==> config.mk <==
export PLATFORM = sky130hd
export DESIGN_NAME = hsv_to_rgb_converter
export DESIGN_NICKNAME = d
export VERILOG_FILES = /design/src/hsv2rgb_pkg.sv /design/src/hsv2rgb_front.sv /design/src/hsv2rgb_queue.sv /design/src/hsv2rgb_back.sv /design/src/hsv_to_rgb_converter.sv
export SDC_FILE = /design/constraint.sdc
export NUM_CORES = 2
export LEC_CHECK = 0
export BUFFER_PORTS_ARGS = -buffer_cell sky130_fd_sc_hd__buf_2
export CORE_MARGIN = 5
export CORE_UTILIZATION = 29
export CTS_CLUSTER_DIAMETER = 100
export DETAILED_ROUTE_END_ITERATION = 7
export GPL_ROUTABILITY_DRIVEN = 1
export PLACE_DENSITY = 0.53
export SLEW_MARGIN = 20
export SYNTH_ARGS = -nofsm -noshare
export SYNTH_HDL_FRONTEND = slang
export SYNTH_SLANG_ARGS = --single-unit
export TNS_END_PERCENT = 1
==> constraint.sdc <==
create_clock -name clk -period 22.9 [get_ports clk]
set_clock_uncertainty 0.1 [all_clocks]
set_input_delay 2.29 -clock clk [delete_from_list [all_inputs] [get_ports clk]]
set_output_delay 2.29 -clock clk [all_outputs]
set_load 0.005 [all_outputs]
==> src/hsv2rgb_pkg.sv <==
// ----------------------------------------------------------------------------
// HSV to RGB converter package
// Field layout, fixed-point formats, sector codes and shared helpers.
// ----------------------------------------------------------------------------
package hsv2rgb_pkg;

  // Input and output field widths.
  localparam int HUE_W    = 15;
  localparam int LVL_IN_W = 17;
  localparam int BYTE_W   = 8;

  // Fixed-point formats.
  localparam int HUE_FRAC_BITS   = 6;
  localparam int LEVEL_FRAC_BITS = 16;
  localparam int LW              = LEVEL_FRAC_BITS + 1;
  localparam logic [LW-1:0] LVL_ONE = {1'b1, {LEVEL_FRAC_BITS{1'b0}}};

  // One 60-degree sector and the full circle, in hue units.
  localparam int HUE_SEG  = 60 << HUE_FRAC_BITS;
  localparam int HUE_FULL = 360 << HUE_FRAC_BITS;
  localparam int REM_W    = $clog2(HUE_SEG);

  // Highest sector number that a hue field can reach.
  localparam int SECT_MAX = ((1 << HUE_W) - 1) / HUE_SEG;
  localparam int SECT_W   = $clog2(SECT_MAX + 1);

  // The fraction rem * ONE / HUE_SEG is taken as (rem * RECIP) >> FRAC_SH.
  // RECIP is rounded up, and 2^(FRAC_SH + LEVEL_FRAC_BITS) exceeds the
  // largest numerator times HUE_SEG, so the quotient is exact.
  localparam int FRAC_SH = 2 * REM_W;
  localparam int RECIP_W = FRAC_SH + LEVEL_FRAC_BITS - REM_W + 1;
  localparam logic [63:0] RECIP_FULL =
    ((64'd1 << (FRAC_SH + LEVEL_FRAC_BITS)) + 64'(HUE_SEG) - 64'd1) / 64'(HUE_SEG);
  localparam logic [RECIP_W-1:0] RECIP = RECIP_FULL[RECIP_W-1:0];

  // Sector codes. Every code above the magenta sector uses the last mapping.
  localparam logic [SECT_W-1:0] SEC_RED_YEL = SECT_W'(0);
  localparam logic [SECT_W-1:0] SEC_YEL_GRN = SECT_W'(1);
  localparam logic [SECT_W-1:0] SEC_GRN_CYN = SECT_W'(2);
  localparam logic [SECT_W-1:0] SEC_CYN_BLU = SECT_W'(3);
  localparam logic [SECT_W-1:0] SEC_BLU_MAG = SECT_W'(4);

  // Stream payload layout.
  localparam int HUE_LSB    = 0;
  localparam int SAT_LSB    = HUE_LSB + HUE_W;
  localparam int VAL_LSB    = SAT_LSB + LVL_IN_W;
  localparam int OPA_LSB    = VAL_LSB + LVL_IN_W;
  localparam int IN_FIELDS  = OPA_LSB + LVL_IN_W;
  localparam int IN_DATA_W  = ((IN_FIELDS + 7) / 8) * 8;
  localparam int OUT_DATA_W = 4 * BYTE_W;

  localparam int QUEUE_DEPTH = 4;

  // One classified item as it travels from the front end to the back end.
  typedef struct packed {
    logic              grey;
    logic [SECT_W-1:0] sector;
    logic [REM_W-1:0]  rem;
    logic [LW-1:0]     sat;
    logic [LW-1:0]     val;
    logic [BYTE_W-1:0] opa_byte;
  } item_t;

  // Levels above one are pinned to one.
  function automatic logic [LW-1:0] clamp_level(input logic [LVL_IN_W-1:0] x);
    if (32'(x) > 32'(LVL_ONE)) begin
      return LVL_ONE;
    end
    return LW'(x);
  endfunction

  // (level * 255) >> LEVEL_FRAC_BITS, done as a shift and a subtract.
  function automatic logic [BYTE_W-1:0] to_byte(input logic [LW-1:0] lvl);
    logic [LW+BYTE_W-1:0] prod;
    prod = {lvl, {BYTE_W{1'b0}}} - {{BYTE_W{1'b0}}, lvl};
    return prod[LEVEL_FRAC_BITS +: BYTE_W];
  endfunction

endpackage

==> src/hsv2rgb_front.sv <==
// ----------------------------------------------------------------------------
// HSV to RGB front end
// Unpacks an item, clamps the levels, splits the hue into sector and remainder.
// ----------------------------------------------------------------------------
module hsv2rgb_front (
  input  logic                               clk,
  input  logic                               rst,
  input  logic                               in_valid,
  output logic                               in_ready,
  input  logic [hsv2rgb_pkg::IN_DATA_W-1:0]  in_data,
  output logic                               out_valid,
  input  logic                               out_ready,
  output hsv2rgb_pkg::item_t                 out_item
);

  logic [hsv2rgb_pkg::HUE_W-1:0]    hue;
  logic [hsv2rgb_pkg::HUE_W-1:0]    hue_eff;
  logic [hsv2rgb_pkg::HUE_W-1:0]    base;
  logic [hsv2rgb_pkg::SECT_W-1:0]   sector;
  logic [hsv2rgb_pkg::LW-1:0]       sat;
  logic [hsv2rgb_pkg::LW-1:0]       val;
  logic [hsv2rgb_pkg::LW-1:0]       opa;
  hsv2rgb_pkg::item_t               item_next;
  hsv2rgb_pkg::item_t               item_reg;
  logic                             valid;
  logic                             accept;

  assign hue = in_data[hsv2rgb_pkg::HUE_LSB +: hsv2rgb_pkg::HUE_W];
  assign sat = hsv2rgb_pkg::clamp_level(
                 in_data[hsv2rgb_pkg::SAT_LSB +: hsv2rgb_pkg::LVL_IN_W]);
  assign val = hsv2rgb_pkg::clamp_level(
                 in_data[hsv2rgb_pkg::VAL_LSB +: hsv2rgb_pkg::LVL_IN_W]);
  assign opa = hsv2rgb_pkg::clamp_level(
                 in_data[hsv2rgb_pkg::OPA_LSB +: hsv2rgb_pkg::LVL_IN_W]);

  // A hue of a full turn is the same as zero.
  assign hue_eff = (hue == hsv2rgb_pkg::HUE_W'(hsv2rgb_pkg::HUE_FULL)) ? '0 : hue;

  // Sector number by comparing against every sector boundary.
  always_comb begin
    sector = '0;
    base   = '0;
    for (int k = 1; k <= hsv2rgb_pkg::SECT_MAX; k++) begin
      if (int'(hue_eff) >= k * hsv2rgb_pkg::HUE_SEG) begin
        sector = hsv2rgb_pkg::SECT_W'(k);
        base   = hsv2rgb_pkg::HUE_W'(k * hsv2rgb_pkg::HUE_SEG);
      end
    end
  end

  always_comb begin
    item_next.grey     = (sat == '0);
    item_next.sector   = sector;
    item_next.rem      = hsv2rgb_pkg::REM_W'(hue_eff - base);
    item_next.sat      = sat;
    item_next.val      = val;
    item_next.opa_byte = hsv2rgb_pkg::to_byte(opa);
  end

  assign in_ready  = !valid || out_ready;
  assign accept    = in_valid && in_ready;
  assign out_valid = valid;
  assign out_item  = item_reg;

  always_ff @(posedge clk) begin
    if (rst) begin
      valid <= 1'b0;
    end else if (accept) begin
      valid <= 1'b1;
    end else if (out_ready) begin
      valid <= 1'b0;
    end
  end

  always_ff @(posedge clk) begin
    if (accept) begin
      item_reg <= item_next;
    end
  end

endmodule

==> src/hsv2rgb_queue.sv <==
// ----------------------------------------------------------------------------
// HSV to RGB item queue
// Small register queue that lets the front and back ends stall on their own.
// ----------------------------------------------------------------------------
module hsv2rgb_queue (
  input  logic               clk,
  input  logic               rst,
  input  logic               push_valid,
  output logic               push_ready,
  input  hsv2rgb_pkg::item_t push_item,
  output logic               pop_valid,
  input  logic               pop_ready,
  output hsv2rgb_pkg::item_t pop_item
);

  localparam int DEPTH = hsv2rgb_pkg::QUEUE_DEPTH;
  localparam int PTR_W = $clog2(DEPTH);
  localparam int CNT_W = $clog2(DEPTH + 1);

  hsv2rgb_pkg::item_t entries [DEPTH];
  logic [PTR_W-1:0]   wr_ptr;
  logic [PTR_W-1:0]   rd_ptr;
  logic [CNT_W-1:0]   count;
  logic               push;
  logic               pop;

  assign push_ready = (count != CNT_W'(DEPTH));
  assign pop_valid  = (count != '0);
  assign push       = push_valid && push_ready;
  assign pop        = pop_valid && pop_ready;
  assign pop_item   = entries[rd_ptr];

  always_ff @(posedge clk) begin
    if (rst) begin
      wr_ptr <= '0;
      rd_ptr <= '0;
      count  <= '0;
    end else begin
      if (push) begin
        wr_ptr <= (wr_ptr == PTR_W'(DEPTH - 1)) ? '0 : wr_ptr + 1'b1;
      end
      if (pop) begin
        rd_ptr <= (rd_ptr == PTR_W'(DEPTH - 1)) ? '0 : rd_ptr + 1'b1;
      end
      if (push && !pop) begin
        count <= count + 1'b1;
      end else if (pop && !push) begin
        count <= count - 1'b1;
      end
    end
  end

  always_ff @(posedge clk) begin
    if (push) begin
      entries[wr_ptr] <= push_item;
    end
  end

  a_count_up: assert property (@(posedge clk) disable iff (rst)
    push && !pop |=> count == $past(count) + 1'b1)
    else $error("queue count did not rise on a lone push");

  a_count_down: assert property (@(posedge clk) disable iff (rst)
    pop && !push |=> count == $past(count) - 1'b1)
    else $error("queue count did not fall on a lone pop");

  a_count_hold: assert property (@(posedge clk) disable iff (rst)
    push && pop |=> count == $past(count) && rd_ptr != $past(rd_ptr))
    else $error("queue count or read pointer wrong on push with pop");

endmodule

==> src/hsv2rgb_back.sv <==
// ----------------------------------------------------------------------------
// HSV to RGB back end
// Pipelined arithmetic: hue fraction, p/q/t levels, sector mapping, bytes.
// ----------------------------------------------------------------------------
module hsv2rgb_back (
  input  logic                                clk,
  input  logic                                rst,
  input  logic                                in_valid,
  output logic                                in_ready,
  input  hsv2rgb_pkg::item_t                  in_item,
  output logic                                out_valid,
  input  logic                                out_ready,
  output logic [hsv2rgb_pkg::OUT_DATA_W-1:0]  out_data
);

  localparam int LW   = hsv2rgb_pkg::LW;
  localparam int LFB  = hsv2rgb_pkg::LEVEL_FRAC_BITS;
  localparam int FP_W = hsv2rgb_pkg::REM_W + hsv2rgb_pkg::RECIP_W;
  localparam int BW   = hsv2rgb_pkg::BYTE_W;
  localparam int SW   = hsv2rgb_pkg::SECT_W;

  logic en;

  // Stage 1: fraction within the sector.
  logic [FP_W-1:0] f_prod;
  logic            v1;
  logic            s1_grey;
  logic [SW-1:0]   s1_sec;
  logic [LW-1:0]   s1_sat;
  logic [LW-1:0]   s1_val;
  logic [BW-1:0]   s1_abyte;
  logic [LFB-1:0]  s1_f;

  // Stage 2: saturation scaled by f and by one minus f.
  logic [LW-1:0]   omf;
  logic [2*LW-1:0] sq_prod;
  logic [2*LW-1:0] st_prod;
  logic            v2;
  logic            s2_grey;
  logic [SW-1:0]   s2_sec;
  logic [LW-1:0]   s2_sat;
  logic [LW-1:0]   s2_val;
  logic [BW-1:0]   s2_abyte;
  logic [LW-1:0]   s2_sq;
  logic [LW-1:0]   s2_st;

  // Stage 3: the p, q and t levels.
  logic [2*LW-1:0] p_prod;
  logic [2*LW-1:0] q_prod;
  logic [2*LW-1:0] t_prod;
  logic            v3;
  logic            s3_grey;
  logic [SW-1:0]   s3_sec;
  logic [LW-1:0]   s3_val;
  logic [BW-1:0]   s3_abyte;
  logic [LW-1:0]   s3_p;
  logic [LW-1:0]   s3_q;
  logic [LW-1:0]   s3_t;

  // Stage 4: channel mapping and the output register.
  logic [LW-1:0]   lvl_r;
  logic [LW-1:0]   lvl_g;
  logic [LW-1:0]   lvl_b;
  logic            valid_out;
  logic [BW-1:0]   red;
  logic [BW-1:0]   green;
  logic [BW-1:0]   blue;
  logic [BW-1:0]   alpha;

  // The whole pipeline advances together whenever the output slot frees up.
  assign en       = !valid_out || out_ready;
  assign in_ready = en;

  assign f_prod = FP_W'(in_item.rem) * FP_W'(hsv2rgb_pkg::RECIP);

  always_ff @(posedge clk) begin
    if (en) begin
      s1_grey  <= in_item.grey;
      s1_sec   <= in_item.sector;
      s1_sat   <= in_item.sat;
      s1_val   <= in_item.val;
      s1_abyte <= in_item.opa_byte;
      s1_f     <= f_prod[hsv2rgb_pkg::FRAC_SH +: LFB];
    end
  end

  assign omf     = hsv2rgb_pkg::LVL_ONE - {1'b0, s1_f};
  assign sq_prod = (2*LW)'(s1_sat) * (2*LW)'({1'b0, s1_f});
  assign st_prod = (2*LW)'(s1_sat) * (2*LW)'(omf);

  always_ff @(posedge clk) begin
    if (en) begin
      s2_grey  <= s1_grey;
      s2_sec   <= s1_sec;
      s2_sat   <= s1_sat;
      s2_val   <= s1_val;
      s2_abyte <= s1_abyte;
      s2_sq    <= sq_prod[LFB +: LW];
      s2_st    <= st_prod[LFB +: LW];
    end
  end

  assign p_prod = (2*LW)'(s2_val) * (2*LW)'(hsv2rgb_pkg::LVL_ONE - s2_sat);
  assign q_prod = (2*LW)'(s2_val) * (2*LW)'(hsv2rgb_pkg::LVL_ONE - s2_sq);
  assign t_prod = (2*LW)'(s2_val) * (2*LW)'(hsv2rgb_pkg::LVL_ONE - s2_st);

  always_ff @(posedge clk) begin
    if (en) begin
      s3_grey  <= s2_grey;
      s3_sec   <= s2_sec;
      s3_val   <= s2_val;
      s3_abyte <= s2_abyte;
      s3_p     <= p_prod[LFB +: LW];
      s3_q     <= q_prod[LFB +: LW];
      s3_t     <= t_prod[LFB +: LW];
    end
  end

  always_comb begin
    if (s3_grey) begin
      lvl_r = s3_val;
      lvl_g = s3_val;
      lvl_b = s3_val;
    end else begin
      unique case (s3_sec)
        hsv2rgb_pkg::SEC_RED_YEL: begin
          lvl_r = s3_val; lvl_g = s3_t;   lvl_b = s3_p;
        end
        hsv2rgb_pkg::SEC_YEL_GRN: begin
          lvl_r = s3_q;   lvl_g = s3_val; lvl_b = s3_p;
        end
        hsv2rgb_pkg::SEC_GRN_CYN: begin
          lvl_r = s3_p;   lvl_g = s3_val; lvl_b = s3_t;
        end
        hsv2rgb_pkg::SEC_CYN_BLU: begin
          lvl_r = s3_p;   lvl_g = s3_q;   lvl_b = s3_val;
        end
        hsv2rgb_pkg::SEC_BLU_MAG: begin
          lvl_r = s3_t;   lvl_g = s3_p;   lvl_b = s3_val;
        end
        default: begin
          lvl_r = s3_val; lvl_g = s3_p;   lvl_b = s3_q;
        end
      endcase
    end
  end

  always_ff @(posedge clk) begin
    if (en) begin
      red   <= hsv2rgb_pkg::to_byte(lvl_r);
      green <= hsv2rgb_pkg::to_byte(lvl_g);
      blue  <= hsv2rgb_pkg::to_byte(lvl_b);
      alpha <= s3_abyte;
    end
  end

  always_ff @(posedge clk) begin
    if (rst) begin
      v1        <= 1'b0;
      v2        <= 1'b0;
      v3        <= 1'b0;
      valid_out <= 1'b0;
    end else if (en) begin
      v1        <= in_valid;
      v2        <= v1;
      v3        <= v2;
      valid_out <= v3;
    end
  end

  assign out_valid = valid_out;
  assign out_data  = {alpha, blue, green, red};

  a_advance: assert property (@(posedge clk) disable iff (rst)
    v3 && en |=> valid_out)
    else $error("item in the last stage was not moved to the output");

  a_grey: assert property (@(posedge clk) disable iff (rst)
    v3 && en && s3_grey |=> red == green && green == blue)
    else $error("grey item gave unequal channels");

  a_sector0: assert property (@(posedge clk) disable iff (rst)
    v3 && en && !s3_grey && s3_sec == hsv2rgb_pkg::SEC_RED_YEL
      |=> red >= green && green >= blue)
    else $error("red-yellow sector gave channels out of order");

endmodule

==> src/hsv_to_rgb_converter.sv <==
// ----------------------------------------------------------------------------
// HSV to RGB converter
// Path: an item passes the front-end register and the queue, then the back end.
// Throughput: one item per cycle, set by the four-stage arithmetic pipeline in
// the back end, which advances whenever its output register is free.
// Reset: synchronous, clears all valid flags and the queue; no result is
// pending after reset and payload registers keep whatever they hold.
// ----------------------------------------------------------------------------
//
// Each item carries one color as hue, saturation, value and opacity, and
// yields one 8-bit RGBA result. The front end clamps the levels to one,
// folds a hue of a full turn to zero and splits the hue into a 60-degree
// sector number and a remainder. Classified items go through a short queue
// to the back end, which forms the fraction within the sector, the p, q and
// t levels, maps them onto the channels by sector and scales every channel
// by 255 with truncation. Zero saturation gives grey at the value level.
//
// The queue lets the front end keep taking items while the output side is
// stalled, until its four entries are full, and the output register keeps a
// finished result while new items continue to enter.

module hsv_to_rgb_converter (
  input  logic                                clk,
  input  logic                                rst,
  input  logic                                s_axis_tvalid,
  output logic                                s_axis_tready,
  // hue[14:0], saturation[31:15], brightness[48:32], opacity[65:49], zero fill
  input  logic [hsv2rgb_pkg::IN_DATA_W-1:0]   s_axis_tdata,
  output logic                                m_axis_tvalid,
  input  logic                                m_axis_tready,
  // red[7:0], green[15:8], blue[23:16], alpha[31:24]
  output logic [hsv2rgb_pkg::OUT_DATA_W-1:0]  m_axis_tdata
);

  hsv2rgb_pkg::item_t front_item;
  hsv2rgb_pkg::item_t queue_item;
  logic               front_valid;
  logic               queue_ready;
  logic               queue_valid;
  logic               back_ready;

  // Front end: unpacking, level clamping and hue classification.
  hsv2rgb_front u_front (
    .clk       (clk),
    .rst       (rst),
    .in_valid  (s_axis_tvalid),
    .in_ready  (s_axis_tready),
    .in_data   (s_axis_tdata),
    .out_valid (front_valid),
    .out_ready (queue_ready),
    .out_item  (front_item)
  );

  // Queue between the two halves.
  hsv2rgb_queue u_queue (
    .clk        (clk),
    .rst        (rst),
    .push_valid (front_valid),
    .push_ready (queue_ready),
    .push_item  (front_item),
    .pop_valid  (queue_valid),
    .pop_ready  (back_ready),
    .pop_item   (queue_item)
  );

  // Back end: multiply pipeline, channel mapping and output register.
  hsv2rgb_back u_back (
    .clk       (clk),
    .rst       (rst),
    .in_valid  (queue_valid),
    .in_ready  (back_ready),
    .in_item   (queue_item),
    .out_valid (m_axis_tvalid),
    .out_ready (m_axis_tready),
    .out_data  (m_axis_tdata)
  );

endmodule

; Yosys cells after proc, flatten, opt, wreduce, memory -nomap -nowiden
; Memories as Yosys holds them, arrays and structs flattened. A register that Yosys moved wholly into a read port is not among the register bits.
; Cells that the tools add are included.
; Widths: inputs -> output; s select.
[totals]
register_bits = 328
ramBits = 236
in_bits = 76
output_inout_bits = 34
word_cells = 138
mem_count = 1
[op_classes]
n_addsub = 13
mul = 6
n_lt_le_gt_ge = 11
eq_ne = 8
n_mux = 41
n_reduce_logical = 20
[mem_list]
columns = memory, depth, word_bits, read_ports, rd_ports_with_merged_regs, write_ports, line_no
row1 = u_queue.entries, 4, 59, 1, 1, 1, hsv2rgb_queue.sv:20  ; hsv2rgb_pkg::item_t entries [DEPTH];
[ops]
columns = operator, count
row1 = $mux 17, 9
row2 = $pmux 17 s3, 3
row3 = $mul 17x34->33, 3
row4 = $mux 12, 8
row5 = $sub 24x17->24, 4
row6 = $ge 15x15->1 const B, 4
row7 = $sub 17x17->18 const A, 3
row8 = $gt 17x17->1 const B, 3
row9 = $mul 12x28->39 const B, 1
row10 = $mul 17x16->33, 1
row11 = $mul 17x17->33, 1
row12 = $ge 15x14->1 const B, 2
row13 = $mux 3, 6
row14 = $logic_not 17->1, 1
row15 = $sub 17x16->17 const A, 1
row16 = $eq 15x15->1 const B, 1
row17 = $ge 15x12->1 const B, 1
row18 = $ge 15x13->1 const B, 1
row19 = $mux 15, 1
row20 = $mux 2, 6
row21 = $sub 12x12->12, 1
row22 = $eq 4x2->1 const B, 2
row23 = $mux 1, 8
row24 = $reduce_or 2->1, 4
row25 = 13 further kinds, 24

; Longest topological paths before layout
[logic_depth]
ltp_word = 12
mapped_depth = 31
mapped_depth_nobuf = 29

; Modules after synthesis
; A second synthesis with hierarchy kept.
[unflattened]
hier_cells = 6959
area_unflattened_um2 = 71781.3
[modules_own_cells]
columns = module, n_inst, cells_each, area_each_um2, seq_area_each_um2
row1 = hsv2rgb_back, 1, 6329, 59663.5, 7797.5
row2 = hsv2rgb_queue, 1, 357, 8983.6, 7267.0
row3 = hsv2rgb_front, 1, 273, 3134.3, 1791.7

; Worst setup path after synthesis
; Ideal clock, no wire load.
[synth_path]
path_kind = input -> register
start = input port m_axis_tready
end = register u_queue.count[2]
t_arrival_ns = 9.740
required_time_ns = 22.729
path_slack_ns = 12.989
stages = 9
path_cell_list = nor2b_1 inv_1 o31ai_1 ha_1 inv_1 fa_1 xor2_1 or3_1 a21oi_1
[synth_between]
elab_chain_cells = 5
word_cells_on_any_way = 7
[synth_lines]
columns = element, line_no
row1 = "start, declared", hsv_to_rgb_converter.sv:30  ; input logic m_axis_tready,
row2 = $logic_or 1x1->1 *, hsv2rgb_back.sv:71  ; assign en = !valid_out || out_ready;
row3 = $logic_and 1x1->1 *, hsv2rgb_queue.sv:30  ; assign pop = pop_valid && pop_ready;
row4 = $logic_not 1->1, hsv2rgb_queue.sv:45  ; if (push && !pop) begin
row5 = $logic_and 1x1->1, hsv2rgb_queue.sv:45
row6 = $mux 3 or $reduce_bool 2->1 (tied branches), n/a
row7 = "end signal, assigned", hsv2rgb_queue.sv:46  ; count <= count + 1'b1;
row8 = "end signal, assigned", hsv2rgb_queue.sv:48  ; count <= count - 1'b1;
row9 = "end, declared", hsv2rgb_queue.sv:23  ; logic [CNT_W-1:0] count;
; Mark *: on every way between the ends. The rest lies on a longest branch, timed or not.
; A chain may end at the register's enable or synchronous reset.

; Worst setup path in the final report
[layout_path]
start = register u_back.s1_f[2]
end = register u_back.s2_st[16], data pin
[layout_between]
elab_chain_cells = 2
[layout_lines]
columns = element, line_no
row1 = "start, declared", hsv2rgb_back.sv:32  ; logic [LFB-1:0] s1_f;
row2 = "start signal, assigned", hsv2rgb_back.sv:83  ; s1_f <= f_prod[hsv2rgb_pkg::FRAC_SH +: LFB];
row3 = $sub 17x16->17, hsv2rgb_back.sv:87  ; assign omf = hsv2rgb_pkg::LVL_ONE - {1'b0, s1_f};
row4 = $mul 17x17->33, hsv2rgb_back.sv:89  ; assign st_prod = (2*LW)'(s1_sat) * (2*LW)'(omf);
row5 = named net u_back.st_prod[32], hsv2rgb_back.sv:37  ; logic [2*LW-1:0] st_prod;
row6 = "end signal, assigned", hsv2rgb_back.sv:99  ; s2_st <= st_prod[LFB +: LW];
row7 = "end, declared", hsv2rgb_back.sv:45  ; logic [LW-1:0] s2_st;
; The timed path passes the listed nets, and every way through them passes these cells.

==> impl_metrics.py <==
metrics = {
    "floorplanning": {
        "ios": 110,
        "die_w_um": 513,
        "core_area_sq_um": 252000,
        "die_h_um": 513,
        "die_area_sq_um": 263000,
        "placementRows": 184,
        "start_util_pct": 29.2,
    },
    "outcome": {
        "outcome": "complete, no violations",
    },
    "grt": {
        "antenna_found_initial": 11,
        "grt_overflow_total": 0,
        "grt_first_pass_wirelength_mm": 302,
        "grt_max_degree": 82,
        "grtUsageTotal_pct": 14.4,
        "first_global_vias": 54300,
    },
    "critical_path": {
        "cp_max_fo": 21,
        "cp.required_ns": 23.20,
        "crit_type": "reg -> reg",
        "arrival_ns": 9.17,
        "cp-end-kind": "flop",
        "worst_setup_path_start_kind": "flop",
    },
    "clocking": {
        "cts-resized-gates": 0,
        "cts_buffer_depth": 3,
        "cts_root_buf": "clkbuf_16",
        "clkTransAtPathRegs_ns": 0.06,
        "post_cts_buffers": 0,
        "clk_latency_ns": 0.68,
        "tritoncts": "yes",
        "numCtsBuffers": 61,
        "cts.sink_count": 566,
        "htreeDepth": 2,
        "postCtsHoldBufs": 0,
    },
    "logic_synthesis": {
        "ys_ff_latch": 566,
        "syn-cell-area_sq_um": 73400,
        "avgSynthCellArea_sq_um": 10.3,
        "yosysWarningCount": 0,
        "async_flop_share_pct": 0,
        "synth_top_area_share_pct": 36.3,
        "netlist_instances": 7097,
        "synth.distinct_cells": 86,
        "ys_seq_area_share_pct": 23.0,
        "ys_top_cells_by_count": "1,580 x inv_1, 1,329 x fa_1, 992 x nand2_1",
        "yosysTopAreaCell": "fa_1",
        "synth_edf_count": 552,
        "synth.most_common_cell": "inv_1",
        "ys_top_cells_by_area": "fa_1 36%, edfxtp_1 23%, ha_1 8.5%, inv_1 8.1%, nand2_1 5.1%",
        "syn_nets": 9002,
        "synthFlopType": "edfxtp_1",
    },
    "detailed_routing": {
        "routed-via-count": 48500,
        "final_antenna_net_count": 0,
        "drc_errors": 0,
        "routedWlPerCell_um": 17.7,
        "avgViaCountPerCell": 4.62,
        "first_iter_violations": 2559,
        "drtPass1Iterations": 8,
        "routed_wirelength_mm": 186,
    },
    "timing": {
        "drv_slew": 0,
        "post-route-min-period_ns": 8.87,
        "fin_setup_tns_ns": 0,
        "hold_viol": 0,
        "finalSetupViolations": 0,
        "fmaxAchievable_ghz": 0.113,
        "max_slew.worst_pin.slew_ns": 1.07,
        "fin_crit_sh_pct": 38.7,
        "relSlewSlack_pct": 28.7,
        "rsz0062_at_grt": "false",
    },
    "place": {
        "place.gp.congestion": 0.873,
        "port_buffers": 103,
        "post-dp-hpwl_mm": 136,
        "dp_cells": 10400,
    },
    "final_layout": {
        "fin_util_pct": 31.8,
        "n_fill_cell": 25700,
        "final_nets": 8982,
        "fin_cells": 10500,
        "final_layout_size_suffix_gt1_share_pct": 6.16,
        "synthToLayoutAreaGrowth_pct": 9.10,
    },
    "min_path": {
        "hold_class": "reg -> reg",
    },
    "flow_run": {
        "cap_violations": 0,
    },
}
-- critical path: stages (launching register included) --
cell      delay [ns]
edfxtp_1        0.37
buf_4           0.25
nor3_1          0.40
nand2_1         0.13
nor4_1          0.57
nand2_1         0.19
xor2_2          0.84
nand2_1         0.19
fa_1            0.57
inv_1           0.05
fa_1            0.57
fa_1            0.45
fa_1            0.50
fa_1            0.52
inv_1           0.06
fa_1            0.48
inv_1           0.04
ha_1            0.34
nand3_1         0.11
o32a_1          0.36
a311oi_1        0.59
o21ai_0         0.31
nand3b_1        0.25
mux2i_1         0.20
nand4_1         0.10
-- cell type report --
type | instances | area (sq um) | area share [%]
timing repair buffer | 241 | 1550 | 1.94
multi-input combinational | 4625 | 49400 | 61.8
sequential | 566 | 16900 | 21.1
tap | 3348 | 4190 | 5.23
clock inverter | 39 | 473 | 0.591
clock buffer | 76 | 1580 | 1.98
inverter | 1582 | 5950 | 7.43
antenna | 5 | 12.5 | 0.0156
-- logic make-up after synthesis --
kind of cell	count (synthesis)	synth area share (%)
multiplexers	74	2.02
flip-flops	566	23.0
XOR/XNOR	213	2.54
AO/OA/AOI/OAI	447	4.14
buffers and inverters	1906	9.79
AND/OR/NAND/NOR	2062	13.7
adder cells (fa/ha/maj)	1829	44.8
-- per-layer routing --
metal,part of all wire [%],vias to the layer above,global-route usage (%),wire length [um]
met5,0.031,-,0,58
met4,2.3,10,3.27,4350
met3,5.4,295,1.96,10000
met2,48,1229,24.5,88800
met1,44,25200,19.4,82600
li1,-,21700,-,-
-- cells in the final DEF, fill, tap and decap left out, types with 24 or more instances in the layout --
master and n:
a21oi_1 115, nand2_1 992, and2_1 580, nor4_1 32, nor2b_1 67, edfxtp_1 552
nand2b_1 25, a21o_1 56, xnor2_1 148, fa_1 1329, nor3_1 59, inv_1 1579
clkbuf_16 61, nand3_1 38, xor2_1 58, mux4_2 59, o21a_1 24, buf_2 103
ha_1 500, nor2_1 143, o21ai_0 76, buf_4 138
-- sequential cells by signal, indices dropped and copies added, names as in the netlist, 8 cells and up, named ones only --
name              count
u_back.s2_sq         17
u_back.s3_q          17
u_back.s3_abyte       8
u_back.s3_t          17
u_back.alpha          8
u_front.out_item     59
u_back.s2_val        17
u_back.blue           8
u_back.s1_sat        17
u_back.red            8
u_back.s3_val        17
u_back.s2_sat        17
u_back.s1_f          16
u_back.s3_p          17
u_queue.entries     236
u_back.s1_val        17
u_back.s2_abyte       8
u_back.s1_abyte       8
u_back.green          8
u_back.s2_st         17
-- final timing paths --
check | from | to | slack [ns] | depth (start not counted)
max reg2reg | u_back.s1_f[2]$_DFFE_PN_ | u_back.s2_st[16]$_DFFE_PN_ | 14.03 | 24
max | u_back.s1_f[2]$_DFFE_PN_ | u_back.s2_st[16]$_DFFE_PN_ | 14.03 | 24
min | u_back.s3_abyte[5]$_DFFE_PN_ | u_back.alpha[5]$_DFFE_PN_ | 0.30 | 0
min reg2reg | u_back.s3_abyte[5]$_DFFE_PN_ | u_back.alpha[5]$_DFFE_PN_ | 0.30 | 0
-- metrics by stage --
| step | hold WS, ns | setup WS (ns) | instance area, sq um |
|---|---|---|---|
| 3_5_place_dp | 0.305 | 13.92 | 77900 |
| 6_report | 0.302 | 14.03 | 80000 |
| 2_1_floorplan | 0.300 | 12.99 | 73400 |
| 4_1_cts | 0.292 | 13.87 | 80000 |
| 3_3_place_gp | 0.301 | 13.98 | 77900 |
| 5_1_grt | 0.314 | 13.40 | 80000 |
Power is not shown: default switching activity piles up to over one toggle a cycle in this logic, so the estimate is an artifact.
